$ cat src/design/oahs_pkg.sv
// Shared constants and types for the open-addressing hash set unit.
`default_nettype none

package oahs_pkg;

  // Field widths of the request, response and configuration registers.
  localparam int OP_W     = 2;
  localparam int KEY_W    = 64;
  localparam int STATUS_W = 3;
  localparam int COUNT_W  = 11;
  localparam int SIZE_W   = 4;
  localparam int STRIDE_W = 10;
  localparam int HASH_W   = 32;
  localparam int LG_W     = 5;

  // Configuration port shape.
  localparam int CFG_IDX_W  = 1;
  localparam int CFG_DATA_W = 10;

  // Parameter defaults.
  localparam int DEF_TABLE_DEPTH = 1024;
  localparam int DEF_KEY_BYTES   = 8;

  // Hash constants.
  localparam logic [HASH_W-1:0] HASH_SEED   = 32'd104729;
  localparam logic [HASH_W-1:0] HASH_MASK31 = 32'h7fff_ffff;

  // Register reset values.
  localparam logic [SIZE_W-1:0]   SIZE_LOG2_RESET = 4'd10;
  localparam logic [STRIDE_W-1:0] STRIDE_RESET    = 10'd3;

  // Register indexes.
  localparam logic [CFG_IDX_W-1:0] REG_SIZE_LOG2    = 1'd0;
  localparam logic [CFG_IDX_W-1:0] REG_PROBE_STRIDE = 1'd1;

  // Operation codes.
  localparam logic [OP_W-1:0] OP_ADD   = 2'd0;
  localparam logic [OP_W-1:0] OP_TEST  = 2'd1;
  localparam logic [OP_W-1:0] OP_CLEAR = 2'd2;

  // Status codes.
  localparam logic [STATUS_W-1:0] ST_ADDED     = 3'd0;
  localparam logic [STATUS_W-1:0] ST_PRESENT   = 3'd1;
  localparam logic [STATUS_W-1:0] ST_FOUND     = 3'd2;
  localparam logic [STATUS_W-1:0] ST_NOT_FOUND = 3'd3;
  localparam logic [STATUS_W-1:0] ST_NULL      = 3'd4;
  localparam logic [STATUS_W-1:0] ST_FULL      = 3'd5;
  localparam logic [STATUS_W-1:0] ST_CLEARED   = 3'd6;

  // Hash unit command and answer.
  typedef struct packed {
    logic             start;
    logic [KEY_W-1:0] key;
  } hash_req_t;

  typedef struct packed {
    logic              done;
    logic [HASH_W-1:0] value;
  } hash_rsp_t;

endpackage

`default_nettype wire

$ cat src/design/oahs_hash.sv
// Iterative shift-add-xor hash, one key byte per cycle.
`default_nettype none

module oahs_hash import oahs_pkg::*; #(
  parameter int KEY_BYTES = DEF_KEY_BYTES
) (
  input  wire       clk,
  input  wire       rst,
  input  hash_req_t req,
  output hash_rsp_t rsp
);

  localparam int CNT_W = $clog2(KEY_BYTES + 1);

  logic              busy;
  logic              done;
  logic [CNT_W-1:0]  byte_cnt;
  logic [KEY_W-1:0]  key_sh;
  logic [HASH_W-1:0] acc;
  logic [HASH_W-1:0] sra;
  logic [HASH_W-1:0] acc_next;

  // One round: r ^= (r << 5) + byte + (r >>> 2).
  always_comb begin
    sra      = {acc[HASH_W-1], acc[HASH_W-1], acc[HASH_W-1:2]};
    acc_next = acc ^ ((acc << 5) + {24'd0, key_sh[7:0]} + sra);
  end

  // Control of the byte walk.
  always_ff @(posedge clk) begin
    if (rst) begin
      busy     <= 1'b0;
      done     <= 1'b0;
      byte_cnt <= '0;
    end else begin
      done <= 1'b0;
      if (req.start) begin
        busy     <= 1'b1;
        byte_cnt <= '0;
      end else if (busy) begin
        byte_cnt <= byte_cnt + CNT_W'(1);
        if (byte_cnt == CNT_W'(KEY_BYTES - 1)) begin
          busy <= 1'b0;
          done <= 1'b1;
        end
      end
    end
  end

  // Datapath of the accumulator and the key shifter.
  always_ff @(posedge clk) begin
    if (req.start) begin
      acc    <= HASH_SEED;
      key_sh <= req.key;
    end else if (busy) begin
      acc    <= acc_next;
      key_sh <= key_sh >> 8;
    end
  end

  assign rsp.done  = done;
  assign rsp.value = acc & HASH_MASK31;

endmodule

`default_nettype wire

$ cat config.mk
export PLATFORM = sky130hd
export DESIGN_NAME = oahs_hash
export DESIGN_NICKNAME = d
export VERILOG_FILES = /design/src/design/oahs_pkg.sv /design/src/design/oahs_hash.sv
export SDC_FILE = /design/constraint.sdc
export NUM_CORES = 1
export LEC_CHECK = 0
export BUFFER_PORTS_ARGS = -buffer_cell sky130_fd_sc_hd__buf_2
export CORE_AREA = 2 2 111 113
export CTS_BUF_LIST = sky130_fd_sc_hd__clkbuf_4 sky130_fd_sc_hd__clkbuf_8 sky130_fd_sc_hd__clkbuf_16
export CTS_CLUSTER_DIAMETER = 50
export CTS_CLUSTER_SIZE = 8
export DETAILED_ROUTE_END_ITERATION = 8
export DIE_AREA = 0 0 113 115
export PLACE_DENSITY = 0.8
export SETUP_SLACK_MARGIN = 0.05
export SLEW_MARGIN = 20
export SYNTH_ARGS = -nofsm -noshare
export SYNTH_HDL_FRONTEND = slang
export SYNTH_SLANG_ARGS = --single-unit
$ cat constraint.sdc
create_clock -name clk -period 4.4 [get_ports clk]
set_clock_uncertainty 0.2 [all_clocks]
set_input_delay 0.44 -clock clk [delete_from_list [all_inputs] [get_ports clk]]
set_output_delay 0.44 -clock clk [all_outputs]
set_load 0.03 [all_outputs]
==> run metrics, run 1 <==
area grow syn2layout=9.66%; die height=115 microns; status=finished with violations; Routed Antenna Nets=0; Syn. warnings=0; Syn Std Cell Area=6750 sq um; PwrDens=649 nW/um^2; GRT Residual Overflow=0; Critical Path Fanout Max=5; critical path type=reg -> reg; Post-synth ARST share=0; total track usage=0.241; IO buf count=between 90 and 100; internal reg-to-reg setup slack=0.77 ns; Util after Layout=0.627; WHS Endpoint=busy$_SDFF_PP0_; Setup Buffers After CTS=0; final hold vios=0; top post-synthesis cells by area=edfxtp_1 (28%), dfxtp_1 (11%), ha_1 (11%); via count=5138; RSZ-0062 raised after global routing=false; pins over their slew limit=0; initial antenna violation count=0; Yosys top cell area share=0.285; CTS tree=done; Sum Neg Setup Slack=0 ns; max_cap viols=0; DRT Wirelength=~15000 microns; Critical R2R Capture=acc[20]$_SDFFE_PP0P_; antenna cell count=0; fin crit share=0.826; Clk Latency, worst-skew pair=0.36 ns; Num CTS Buffers=9; Synth area leader=edfxtp_1; hold depth=2; via density per instance=5.95; #FFs+latches synth=102; Hold Startpoint=rst; most frequent cell after synthesis=edfxtp_1; Routed WL per cell=17.8 microns; # setup viols final=0; CTS H-Tree Depth=3; Syn Nets=787; CP startpoint kind=flop; # resized after CTS=0; largest net degree at the start of global routing=61; Die Width=113 microns; Peak Freq=275 MHz; root buf cell=clkbuf_16; Final #Nets=around 840; failing checks=DRC; number of synthesized flops with an enable pin=64; drt pass-1 iters=7; clk sinks=102; Synth Instances=approximately 660; 1st-iter DRT viols=341; hold buffers post-CTS=0; core area=11800 sq um; initial core utilization=0.572; CP required=4.44 ns; first-pass GRT wire length=24600 microns; Min-Delay Path Class=in -> reg; worst slew pin tran=approximately 0.75 ns; post-detail-place hpwl=~11000 microns; syn_area_per_cell=just over 10 sq um; Post-synth top cells=edfxtp_1 (64), ha_1 (59), mux2_2 (58); Post-route DRC=6; Slew headroom=0.499; Setup crit end kind=flop; r2r worst-path depth=11; Final min period=between 3 and 4 ns; # IOs=100; die area=13000 sq um; Reg clk slew, reported paths=0.07 ns; vias in the first global route=5075; Rows=40; Max Buffers Root-to-Sink=2; post-synthesis sequential area ratio=0.397; count of cell types in the netlist=62; RR Startpoint=acc[0]$_SDFFE_PP1P_; Worst VDD drop=approximately 0.30 mV; Fillers=about 960; Power Total=between 4000 and 5000 uW; CP arrival=3.68 ns; LEAKAGE=0.00320 uW; Main synth FF type=edfxtp_1; layout cells sized above 1=0.258; GPL Wtd Cong=0.935
## placed cells by master (no fill, tap or decap), types with 4 or more instances in the layout
cell type  count
nand4_1        8
xor2_1        16
a21oi_1       48
o211ai_1       7
nor3b_1        4
nand2b_1       8
or3_1          8
fa_1           4
o21ai_0       24
xnor2_1       13
inv_1         15
nor2b_1       12
mux2_2        58
mux2i_1       10
clkbuf_16      9
o21a_1         6
and2_1         9
ha_1          59
nor3_1        11
buf_4          6
a21o_1         8
buf_2         97
nand3_1        9
nor2_1        43
a211oi_1       4
nand2_1       45
mux2_1         5
a31oi_1        5
nand3b_1       6
dfxtp_1       38
and3_1         6
edfxtp_1      64
## cell type report
class	count	area, sq um	share of cell area
Inverter	15	56.3	0.00761
Clock inverter	6	50.0	0.00676
Clock buffer	10	233	0.0314
Tap cell	147	184	0.0248
Timing Repair Buffer	103	531	0.0717
Multi-Input combinational cell	481	3670	0.495
Sequential cell	102	2680	0.362
## flip-flops by register name, indices dropped and copies added, names as in the netlist
name      cells
done          1
key_sh       64
acc          32
busy          1
byte_cnt      4
## cell families (layout without fill, tap and decap cells)
group	after synthesis	count (layout)	synth area share
compound gates	133	133	0.127
xor+xnor	29	29	0.0376
fa+ha+maj	63	63	0.121
buf+inv	74	134	0.0599
flops	102	102	0.397
mux	73	73	0.120
other cells	1	1	0.000556
simple gates	182	182	0.137
## layer usage
layer	vias up	GRT usage	wire (microns)
met5	-	0	0
met4	0	0.105	552
met3	40	0.0464	818
met2	169	0.417	7560
met1	2430	0.297	6470
li1	2499	-	-
## through the flow
stage	instance area (sq um)	setup WS (ns)	hold WS, ns	std cells
after floorplan	6750	1.12	0.233	657
after global placement	7120	0.903	0.257	848
after detailed placement	7120	0.778	0.271	848
after CTS	7400	0.762	0.0444	864
after global routing	7400	0.443	0.0399	864
final	7400	0.767	0.0535	864
## worst max-delay path, cell delays in order, from the launching register on
cell	delay, ns
dfxtp_1	0.38
inv_1	0.08
fa_1	0.54
inv_1	0.05
ha_1	0.34
and2_1	0.17
a221oi_1	0.47
a211oi_1	0.27
o21a_1	0.28
o21ba_2	0.23
mux2i_1	0.18
mux2_1	0.34
## power breakdown
group	total, uW	internal [uW]	leakage, uW	switching [uW]
registers	1390	1200	0.000961	186
logic	2630	1040	0.00209	1590
clock network	785	401	0.000144	384
total	4800	2640	0.00320	2160
## worst max path at each step
stage | startpoint | end | slack (ns) | cells after the start
floorplan | acc[0]$_SDFFE_PP1P_ | acc[30]$_SDFFE_PP0P_ | 1.12 | 11
global placement | acc[0]$_SDFFE_PP1P_ | acc[14]$_SDFFE_PP0P_ | 0.90 | 11
detailed placement | acc[0]$_SDFFE_PP1P_ | acc[20]$_SDFFE_PP0P_ | 0.78 | 11
CTS | acc[0]$_SDFFE_PP1P_ | acc[20]$_SDFFE_PP0P_ | 0.76 | 11
global route | acc[0]$_SDFFE_PP1P_ | acc[24]$_SDFFE_PP0P_ | 0.44 | 11
finish | acc[0]$_SDFFE_PP1P_ | acc[20]$_SDFFE_PP0P_ | 0.77 | 11
No activity file was read; power rests on OpenSTA's default activity.
==> run 2: changes to the inputs <==
--- a/config.mk
+++ b/config.mk
@@ -5,14 +5,15 @@
 export SDC_FILE = /design/constraint.sdc
 export NUM_CORES = 1
 export LEC_CHECK = 0
+export ABC_AREA = 1
 export BUFFER_PORTS_ARGS = -buffer_cell sky130_fd_sc_hd__buf_2
-export CORE_AREA = 2 2 111 113
+export CORE_AREA = 2 2 120 122
 export CTS_BUF_LIST = sky130_fd_sc_hd__clkbuf_4 sky130_fd_sc_hd__clkbuf_8 sky130_fd_sc_hd__clkbuf_16
 export CTS_CLUSTER_DIAMETER = 50
 export CTS_CLUSTER_SIZE = 8
 export DETAILED_ROUTE_END_ITERATION = 8
-export DIE_AREA = 0 0 113 115
-export PLACE_DENSITY = 0.8
+export DIE_AREA = 0 0 122 124
+export PLACE_DENSITY = 0.77
 export SETUP_SLACK_MARGIN = 0.05
 export SLEW_MARGIN = 20
 export SYNTH_ARGS = -nofsm -noshare
==> constraint.sdc (replaced) <==
create_clock -name clk -period 3.29 [get_ports clk]
set_clock_uncertainty 0.2 [all_clocks]
set_input_delay 0.329 -clock clk [delete_from_list [all_inputs] [get_ports clk]]
set_output_delay 0.329 -clock clk [all_outputs]
set_load 0.03 [all_outputs]
==> run 2 against run 1 <==
The run now ends clean; via count up 22%; maximum frequency grew 27%; critical path depth rose by 6; non-clock buffer count grew 1; critical endpoint is now acc[27]$_SDFFE_PP0P_.
==> run metrics, run 2 <==
status=finished clean; largest net degree at the start of global routing=82; fin cells=about 1200; WHS Endpoint=key_sh[56]$_SDFFCE_PN0P_; Die Width=122 microns; GPL Wtd Cong=around 0.94; total track usage=0.234; die area=15100 sq um; commonest non-fill, non-tap cells in the layout=nand2_1 (395), inv_1 (123), buf_2 (98), edfxtp_1 (64), nor2_1 (60); initial core utilization=0.526; largest family of logic cells by synthesized area=simple AND/OR/NAND/NOR gates; Setup crit end kind=flop; syn_area_per_cell=7.20 sq um; Fillers=~1300; Clk Latency, worst-skew pair=0.36 ns; worst slew pin tran=0.836 ns; via density per instance=between 5 and 6; largest registers=key_sh: 64 flops, acc: 32 flops, byte_cnt: 4 flops; clk sinks=102; Post-synth ARST share=0; RSZ-0062 raised after global routing=false; layout cells sized above 1=0.168; via count=6249; dpl cells=1232; #FFs+latches synth=102; CP Cell Sequence=inv_1 > fa_1 > inv_1 > ha_1 > nand2_1 > inv_1 > nand2_1 > nand2_1 > nand2_1 > nand3_2 > nand2_1 > nand3_1 > nand2_1 > nand3_1 > nand2_1 > nand2_1 > nor2_1; Num CTS Buffers=9; PwrDens=~840 nW/um^2; Routed WL per cell=about 13 microns; post-route cell area=7970 sq um; Peak Freq=351 MHz; xor/xnor share of the synthesized area=0.00243; Largest Register=key_sh; CP max stage delay=0.51 ns; die height=roughly 120 microns; vias in the first global route=5826; Adder-Cell Fraction of Synth Area=0.113; critical path's top delay family=simple AND/OR/NAND/NOR gates; area grow syn2layout=10.3%; post-synthesis sequential area ratio=0.372; # resized after CTS=0; Max Buffers Root-to-Sink=2; count of cell types in the netlist=38; Main synth FF type=edfxtp_1; Routed Antenna Nets=0; post-placement cell area=7640 sq um; Synth Instances=1002; 1st-iter DRT viols=481; max_cap viols=0; Min-Delay Path Class=in -> reg; max FFs per register=64; IO buf count=98; LEAKAGE=0.00434 uW; Rows=43; Post-route DRC=0; Synth area leader=edfxtp_1; Post-synth top cells=nand2_1 (396), inv_1 (123), edfxtp_1 (64); antenna cell count=0; Hold Startpoint=req[56]; Critical R2R Capture=acc[27]$_SDFFE_PP0P_; worst path buffer plus inverter count=3; Slew headroom=0.443; most common cell after layout, fill and taps aside=nand2_1; core area=13700 sq um; initial antenna violation count=0; RR Startpoint=acc[7]$_SDFFE_PP0P_; Sum Neg Setup Slack=0 ns; CP dominant cell by count=nand2_1; Final #Nets=roughly 1200; Syn Nets=1132; root buf cell=clkbuf_16; drt pass-1 iters=5; # setup viols final=0; final hold vios=0; # IOs=100; Syn. warnings=0; Syn Std Cell Area=7220 sq um; CTS tree=done; critical path type=reg -> reg; number of synthesized flops with an enable pin=64; Worst VDD drop=about 0.38 mV; post-detail-place hpwl=12500 microns; Final min period=2.85 ns; Critical Path Fanout Max=5; CTS H-Tree Depth=3; fin crit share=0.866; Reg clk slew, reported paths=0.08 ns; r2r worst-path depth=17; CP arrival=2.95 ns; CP required=around 3.4 ns; multiplexer share of the synthesized area=0; post-synthesis compound-gate area fraction=0.0653; CP startpoint kind=flop; first-pass GRT wire length=27700 microns; top post-synthesis cells by area=edfxtp_1 (27%), nand2_1 (21%), dfxtp_1 (11%); critical path's slowest cell=fa_1; hold depth=3; DRT Wirelength=16600 microns; simple-gate share of the synthesized area=0.331; Yosys top cell area share=0.266; GRT Residual Overflow=0; pins over their slew limit=0; most frequent cell after synthesis=nand2_1; internal reg-to-reg setup slack=0.44 ns
[run 2: cell types whose count changed in the layout (fill, tap and decap cells not counted), moves of 13 or more]
cell     delta
inv_1     +108
nor2_1     +17
nand2_1   +350
xor2_1     -14
nand3_1    +40
mux2_2     -58
nand2_2    +15
xnor2_1    -13
[run 2: how the worst max path moves through the flow]
stage / start / end / slack [ns] / depth (start not counted)
floorplan: req[64] / key_sh[0]$_DFFE_PP_ / 0.59 / 3
global placement: acc[7]$_SDFFE_PP0P_ / acc[22]$_SDFFE_PP0P_ / 0.55 / 16
detailed placement: acc[7]$_SDFFE_PP0P_ / acc[22]$_SDFFE_PP0P_ / 0.51 / 17
CTS: acc[7]$_SDFFE_PP0P_ / acc[27]$_SDFFE_PP0P_ / 0.49 / 17
global route: acc[7]$_SDFFE_PP0P_ / acc[10]$_SDFFE_PP0P_ / 0.23 / 14
finish: acc[7]$_SDFFE_PP0P_ / acc[27]$_SDFFE_PP0P_ / 0.44 / 17
[run 2: per-stage QoR]
step | total power [uW] | hold slack, ns | utilization | setup WS, ns
after CTS | 6680 | 0.0200 | 0.581 | 0.491
final | 6690 | 0.0249 | 0.581 | 0.440
after detailed placement | 5520 | 0.272 | 0.557 | 0.505
after global placement | 5450 | 0.265 | 0.557 | 0.553
after floorplan | 4770 | 0.198 | - | 0.590
after global routing | 7270 | 0.0253 | 0.581 | 0.226
[run 2: report_power, final]
| part | switching [uW] | internal (uW) |
|---|---|---|
| registers | 255 | 1590 |
| logic | 2450 | 1260 |
| clock network | 532 | 608 |
[run 2: logic make-up (layout without fill, tap and decap cells)]
family / after synthesis / after routing
AO/OA/AOI/OAI: 80 / 80
XOR/XNOR: 2 / 2
adder cells (fa/ha/maj): 63 / 63
buffers and inverters: 187 / 254
flip-flops: 102 / 102
other: 1 / 1
AND/OR/NAND/NOR: 567 / 567
[run 2: area by class of cell]
class,instances,area (sq um),area share
timing repair buffer,104,538,0.0675
tap,180,225,0.0283
sequential,102,2680,0.337
inverter,134,503,0.0631
clock buffer,9,225,0.0283
multi-input combinational,713,3700,0.465
clock inverter,7,88.8,0.0112
[run 2: metal layers]
metal	track usage	vias to the layer above	wire [microns]
met5	0	-	0
met4	0.0611	0	260
met3	0.0504	23	1110
met2	0.389	177	7690
met1	0.310	2780	7520
li1	-	3269	-
[run 2: worst register-to-register path, cell delays in order, from the launching register on]
cell and delay (ns):
dfxtp_1 0.47, inv_1 0.11, fa_1 0.51, inv_1 0.04, ha_1 0.37, nand2_1 0.16
inv_1 0.07, nand2_1 0.07, nand2_1 0.05, nand2_1 0.06, nand3_2 0.10, nand2_1 0.13
nand3_1 0.08, nand2_1 0.07, nand3_1 0.09, nand2_1 0.08, nand2_1 0.04, nor2_1 0.10
[run 2: what timing repair did]
action | in CTS | in global routing
setup buffers | 0 | 0
hold buffers | 1 | 0
setup endpoints to repair | 0 | 0
hold endpoints to repair | 1 | 0
